--- src/design/first_fit_slot_allocator_unit_assert.svh ---
// Assertion macros for the first-fit slot allocator.
// Used by the top level only; expects a clock named clk and reset rst.
`ifndef FIRST_FIT_SLOT_ALLOCATOR_UNIT_ASSERT_SVH
`define FIRST_FIT_SLOT_ALLOCATOR_UNIT_ASSERT_SVH
// same-cycle implication
`define FFSA_ASSERT_NOW(lbl, ante, cons) \
  lbl: assert property (@(posedge clk) disable iff (rst) (ante) |-> (cons)) \
    else $error("ffsa assertion failed");
// next-cycle implication
`define FFSA_ASSERT_NEXT(lbl, ante, cons) \
  lbl: assert property (@(posedge clk) disable iff (rst) (ante) |=> (cons)) \
    else $error("ffsa assertion failed");
`endif

--- src/design/ffsa_pkg.sv ---
// Package for the first-fit slot allocator: widths, state codes, command structs.
// No dependencies.
`default_nettype none
package ffsa_pkg;
  localparam int Slots     = 256;
  localparam int SlotBits  = 8;
  localparam int ValueBits = 32;
  localparam int CountBits = 9;
  localparam int MissBits  = 16;

  typedef enum logic [2:0] {
    ST_IDLE, ST_RD, ST_CMP, ST_HIT, ST_MISS, ST_CLR
  } state_t;

  typedef struct packed {
    logic clr;
    logic load;
    logic start;
    logic step;
    logic hit_wr;
    logic miss_wr;
  } cmd_t;

  typedef struct packed {
    logic fit;
    logic last;
    logic empty;
    logic out_free;
    logic clr_done;
  } status_t;
endpackage
`default_nettype wire

--- src/design/ffsa_ctrl.sv ---
// Controller state machine: accepts items and sequences the slot scan.
// Depends on ffsa_pkg.
`default_nettype none
module ffsa_ctrl (
  input  wire logic              clk,
  input  wire logic              rst,
  input  wire logic              in_valid,
  input  wire logic              in_mode,
  output logic                   in_ready,
  input  wire ffsa_pkg::status_t status,
  output ffsa_pkg::cmd_t         cmd
);
  import ffsa_pkg::*;

  state_t state, state_next;
  logic   accept;

  assign accept = in_valid && in_ready;

  always_ff @(posedge clk) begin
    if (rst) begin
      state <= ST_CLR;
    end else begin
      state <= state_next;
    end
  end

  always_comb begin
    state_next = state;
    case (state)
      ST_IDLE: begin
        if (accept && in_mode) state_next = status.empty ? ST_MISS : ST_RD;
      end
      ST_RD:   state_next = ST_CMP;
      ST_CMP: begin
        if (status.fit)       state_next = ST_HIT;
        else if (status.last) state_next = ST_MISS;
        else                  state_next = ST_RD;
      end
      ST_HIT:  if (status.out_free) state_next = ST_IDLE;
      ST_MISS: if (status.out_free) state_next = ST_IDLE;
      ST_CLR:  if (status.clr_done) state_next = ST_IDLE;
      default: state_next = ST_IDLE;
    endcase
  end

  always_comb begin
    in_ready    = (state == ST_IDLE);
    cmd         = '0;
    cmd.clr     = (state == ST_CLR);
    cmd.load    = accept && !in_mode;
    cmd.start   = accept && in_mode;
    cmd.step    = (state == ST_CMP) && !status.fit && !status.last;
    cmd.hit_wr  = (state == ST_HIT) && status.out_free;
    cmd.miss_wr = (state == ST_MISS) && status.out_free;
  end
endmodule
`default_nettype wire

--- config.mk ---
export PLATFORM = sky130hd
export DESIGN_NAME = ffsa_ctrl
export DESIGN_NICKNAME = d
export VERILOG_FILES = /design/src/design/first_fit_slot_allocator_unit_assert.svh /design/src/design/ffsa_pkg.sv /design/src/design/ffsa_ctrl.sv
export SDC_FILE = /design/constraint.sdc
export NUM_CORES = 1
export LEC_CHECK = 0
export BUFFER_PORTS_ARGS = -buffer_cell sky130_fd_sc_hd__buf_2
export CAP_MARGIN = 10
export CORE_AREA = 2 2 39 41
export CTS_CLUSTER_SIZE = 14
export DETAILED_ROUTE_END_ITERATION = 8
export DIE_AREA = 0 0 41 43
export GPL_TIMING_DRIVEN = 0
export PLACE_DENSITY = 0.44
export SYNTH_ARGS = -nofsm -noshare
export SYNTH_HDL_FRONTEND = slang
export SYNTH_SLANG_ARGS = --single-unit
--- constraint.sdc ---
create_clock -name clk -period 1.3 [get_ports clk]
set_clock_uncertainty 0.2 [all_clocks]
set_input_delay 0.325 -clock clk [delete_from_list [all_inputs] [get_ports clk]]
set_output_delay 0.325 -clock clk [all_outputs]
set_load 0.005 [all_outputs]
; ---- Word-level counts from Yosys, hierarchy flattened
; Cells that the tools add are included.
[totals]
regBits = 3
latch_bits = 0
ram_bits = 0
mem_bits_ro = 0
inputBits = 9
output_inout_bits = 7
word_cells = 29
memories = 0
[classes]
addsub = 0
n_mul = 0
div_mod_pow = 0
magnitude_cmp = 0
eq_ne = 8
n_shift = 0
n_mux = 7
bitwise_logic = 0
n_reduce_logical = 13
[ops]
columns = op, count
row1 = 3-bit two-way mux, 6
row2 = 3-bit case mux with 5 select lines, 1
row3 = 1-bit logical AND, 7
row4 = 3-bit by 2-bit == test with 1-bit output (second input constant), 2
row5 = 3-bit == test (second input constant), 2
row6 = 2-bit by 1-bit != test with 1-bit output (second input constant), 2
row7 = 3-bit by 1-bit == test with 1-bit output (second input constant), 1
row8 = 1-bit zero test, 3
row9 = 3-bit zero test, 1
row10 = 3-bit AND reduction, 1
row11 = 2-bit != test (second input constant), 1
row12 = 2-bit OR reduction, 1

; ---- Logic depth before layout (Yosys ltp)
[logic_depth]
depth_word = 5
ltp_mapped = 4
ltp_nobuf = 3

; ---- Worst setup path after synthesis
; Ideal clock, no wire load.
[synth_timing]
kind = reg2out
startpoint = reg state[1]
endpoint = out cmd[3] (netlist bit)
arrival_ns = 0.863
required_ns = 0.775
path_slack_ns = -0.088
stages_incl_launch_ff = 4
n_path_buf = 1
path_cell_list = dfxtp_1 -> buf_4 -> nor3_2 -> and3_1
[synth_rtl]
columns = item, line_no
row1 = "start, declared", ffsa_ctrl.sv:15  ; state_t state, state_next;
row2 = "start signal, assigned", ffsa_ctrl.sv:24  ; state <= state_next;
row3 = "end, declared", ffsa_ctrl.sv:11  ; output ffsa_pkg::cmd_t cmd

==> out/summary.md <==
- 251 um2 — total standard cell area after synthesis
- 0 — final antenna diode count
- 0 — number of antenna-violating nets in the routed design
- yes — setup repair after global routing missed its margin
- 0 — number of antenna violations at the first check in global routing
- 34 — Cells after Synth
- 1760 um2 — area enclosed by the die boundary
- 316 — total vias in the final route
- input port to flip-flop — Tightest Hold Check Type
- 1380 um2 — core outline area
- 0.306 — Util after Layout
- 1.09 ns — signal arrival time at the worst endpoint
- sky130_fd_sc_hd__dfxtp_1 — leading area contributor after synthesis
- 3 — total of flip-flops plus latches after synthesis
- finished, violations left — result of the run
- 0.239 — post-synthesis sequential area ratio
- 0.04 ns — Clock Pin Slew Worst Setup and Hold Paths
- 1.62 ns — minimum clock period
- 2 — maximum buffer depth of the clock tree
- 0.208 nW — leakage dissipation
- 0 — Synth warnings
- 0.23 ns — insertion delay of the later-clocked pin in the worst-skew pair
- 8 — maximum fanout along the worst path
- 3 — max FFs per register
- 4.45 — via density per instance
- 0.77 ns — worst path required time
- 43 — Mapped Nets
- 43 um — die span in y
- state — most flop-heavy register
- 14 — count of standard-cell rows
- built — TritonCTS clock tree
- state (3) — Regs by FF count
- 0.527 — share of layout cells above drive strength 1
- flip-flop — crit path launch type
- 156 — number of fillers in the final layout
- 0 — number of DRC violations after detailed routing
- buf_6, nor4_1, buf_2 — ordered cell list for the critical path
- 0.182 — starting density of the core
- -0.137 ns — worst setup slack before clock tree synthesis
- 0.704 — Final GP Congestion
- 4 — number of detailed-route iterations in the first pass
- 3 — total clock sinks
- 423 um2 — finished layout cell area
- sky130_fd_sc_hd__dfxtp_1, sky130_fd_sc_hd__nor3_1, sky130_fd_sc_hd__nand2_1 — leading cell types by total area after synthesis
- 481 um — final HPWL from detailed placement
- 15 — input/output buffers
- 10.0 um — WL per Instance
- 0 — number of max-slew violations in the final report
- 0 — count of max-cap constraint violations
- 41 um — width of the die
- flip-flop to output pin — WS Path Type
- setup timing — violations in the final reports
- 354 um2 — dpl cell area
- -0.316 ns — fin worst setup slack
- 0.000204 V — maximum resistive drop on vdd
- sky130_fd_sc_hd__clkbuf_4 — root buffer selected by CTS
- 0.619 GHz — highest clock rate
- 65 — Nets
- 713 um — total detailed-routing wirelength
- 8 — final count of negative-setup-slack endpoints
- 10 — violation count after the first detailed-routing iteration
- 0.32 ns — delay of the slowest cell on the worst path
- 0 — final-report hold violation count
- 1.05 mm — wire length of the first global-routing pass
- 0.239 — share of Yosys cell area claimed by the top area cell type
- 941 nW/um2 — total power per unit cell area
- 0 — global route overflow
- 1 — total number of H-tree levels
- 260 — via count of the first global-routing pass
- output pin — Setup crit end kind
- 3 — number of buffers created by CTS
- 68.2% — Synth-to-Final Area Change
- 0.830 — Slew HR
- 7.40 um2 — average cell area after synthesis
- sky130_fd_sc_hd__dfxtp_2 — Critical Path Slowest Stage Cell
- 16 — I/O pin total
- 11 — largest net degree at the start of global routing
- 0.0923 — global-route usage over all layers
- 0.252 ns — slew at the pin closest to its max-slew limit
- 0 — Hold-fix buffers, CTS
- 1.24 — final cycle utilization of the critical path
- 24 — number of distinct standard cells referenced by the synthesized netlist
- 398 uW — power consumption
cells in the final DEF, fill, tap and decap left out, drive strengths merged, types with 2 or more instances in the layout:
cell type	count
dfxtp	3
a21oi	2
nand2	4
o21ai	2
nor2	3
buf	20
nor3	4
clkbuf	4
routing by layer:
layer  routed length [um]  track usage
met4                    0       0.0867
met5                    0            0
met2                  289        0.109
met1                  339        0.112
met3                   84       0.0471
cell families (layout without fill, tap and decap cells):
kind of cell	Yosys count	count (layout)	share of synthesized area
buffers and inverters	4	25	0.109
multiplexers	1	1	0.0398
AO/OA/AOI/OAI	6	6	0.154
AND/OR/NAND/NOR	20	20	0.458
flip-flops	3	3	0.239
Yosys cell counts, drive strengths merged:
| cell type | n |
|---|---|
| nor2 | 3 |
| and2 | 1 |
| nor4bb | 1 |
| o21ai | 2 |
| nor4 | 1 |
| and3 | 1 |
| buf | 3 |
| a311oi | 1 |
| mux2i | 1 |
| inv | 1 |
| nand3b | 1 |
| or3 | 1 |
| nor3 | 4 |
| nor2b | 1 |
| dfxtp | 3 |
| a21oi | 2 |
| and3b | 1 |
| nand2 | 4 |
| a221o | 1 |
| nand2b | 1 |
power by group:
part           leakage (nW)  switching (mW)  total, mW  internal, mW
clock                0.0150          0.0529      0.168         0.115
sequential           0.0258          0.0182      0.120         0.102
combinational         0.167          0.0453      0.110        0.0645
path summary, 6_finish.rpt:
| kind | start | endpoint | slack [ns] | depth (start not counted) |
|---|---|---|---|---|
| setup / recovery | state[0]$_SDFFE_PP1P_ | cmd[2] | -0.32 | 3 |
| hold / removal | rst | state[1]$_SDFFE_PP0P_ | 0.09 | 2 |
| setup reg to reg | state[0]$_SDFFE_PP1P_ | state[2]$_SDFFE_PP1P_ | -0.02 | 4 |
| hold reg to reg | state[2]$_SDFFE_PP1P_ | state[1]$_SDFFE_PP0P_ | 0.31 | 1 |
final cells by class:
cell class / count / area (um2) / share of cell area
buffer: 1 / 11.3 / 0.0266
clock buffer: 4 / 26.3 / 0.0621
inverter: 1 / 3.75 / 0.00888
multi-input combinational: 27 / 181 / 0.429
sequential: 3 / 68.8 / 0.163
tap: 16 / 20.0 / 0.0473
timing repair buffer: 19 / 111 / 0.263
through the flow:
stage | hold slack, ns | cells | TNS, ns
6_report | 0.0919 | 71 | -1.87
5_1_grt | 0.101 | 71 | -2.40
4_1_cts | 0.0837 | 70 | -2.02
3_5_place_dp | 0.341 | 65 | -0.578
3_3_place_gp | 0.337 | 65 | -0.600
2_1_floorplan | 0.202 | 34 | -0.0865
worst max-delay path: cells and delay by family (launching register included):
family	cells	cell delay [ns]
DFF	1	0.32
buffers and inverters	2	0.28
and+or+nand+nor	1	0.25
repair_timing:
item / in CTS / in global routing
resized for setup: 6 / 3
setup endpoints to repair: 8 / 9
buffers inserted: 2 / 2
pin swaps: 4 / 4
No activity file was read; power rests on OpenSTA's default activity.
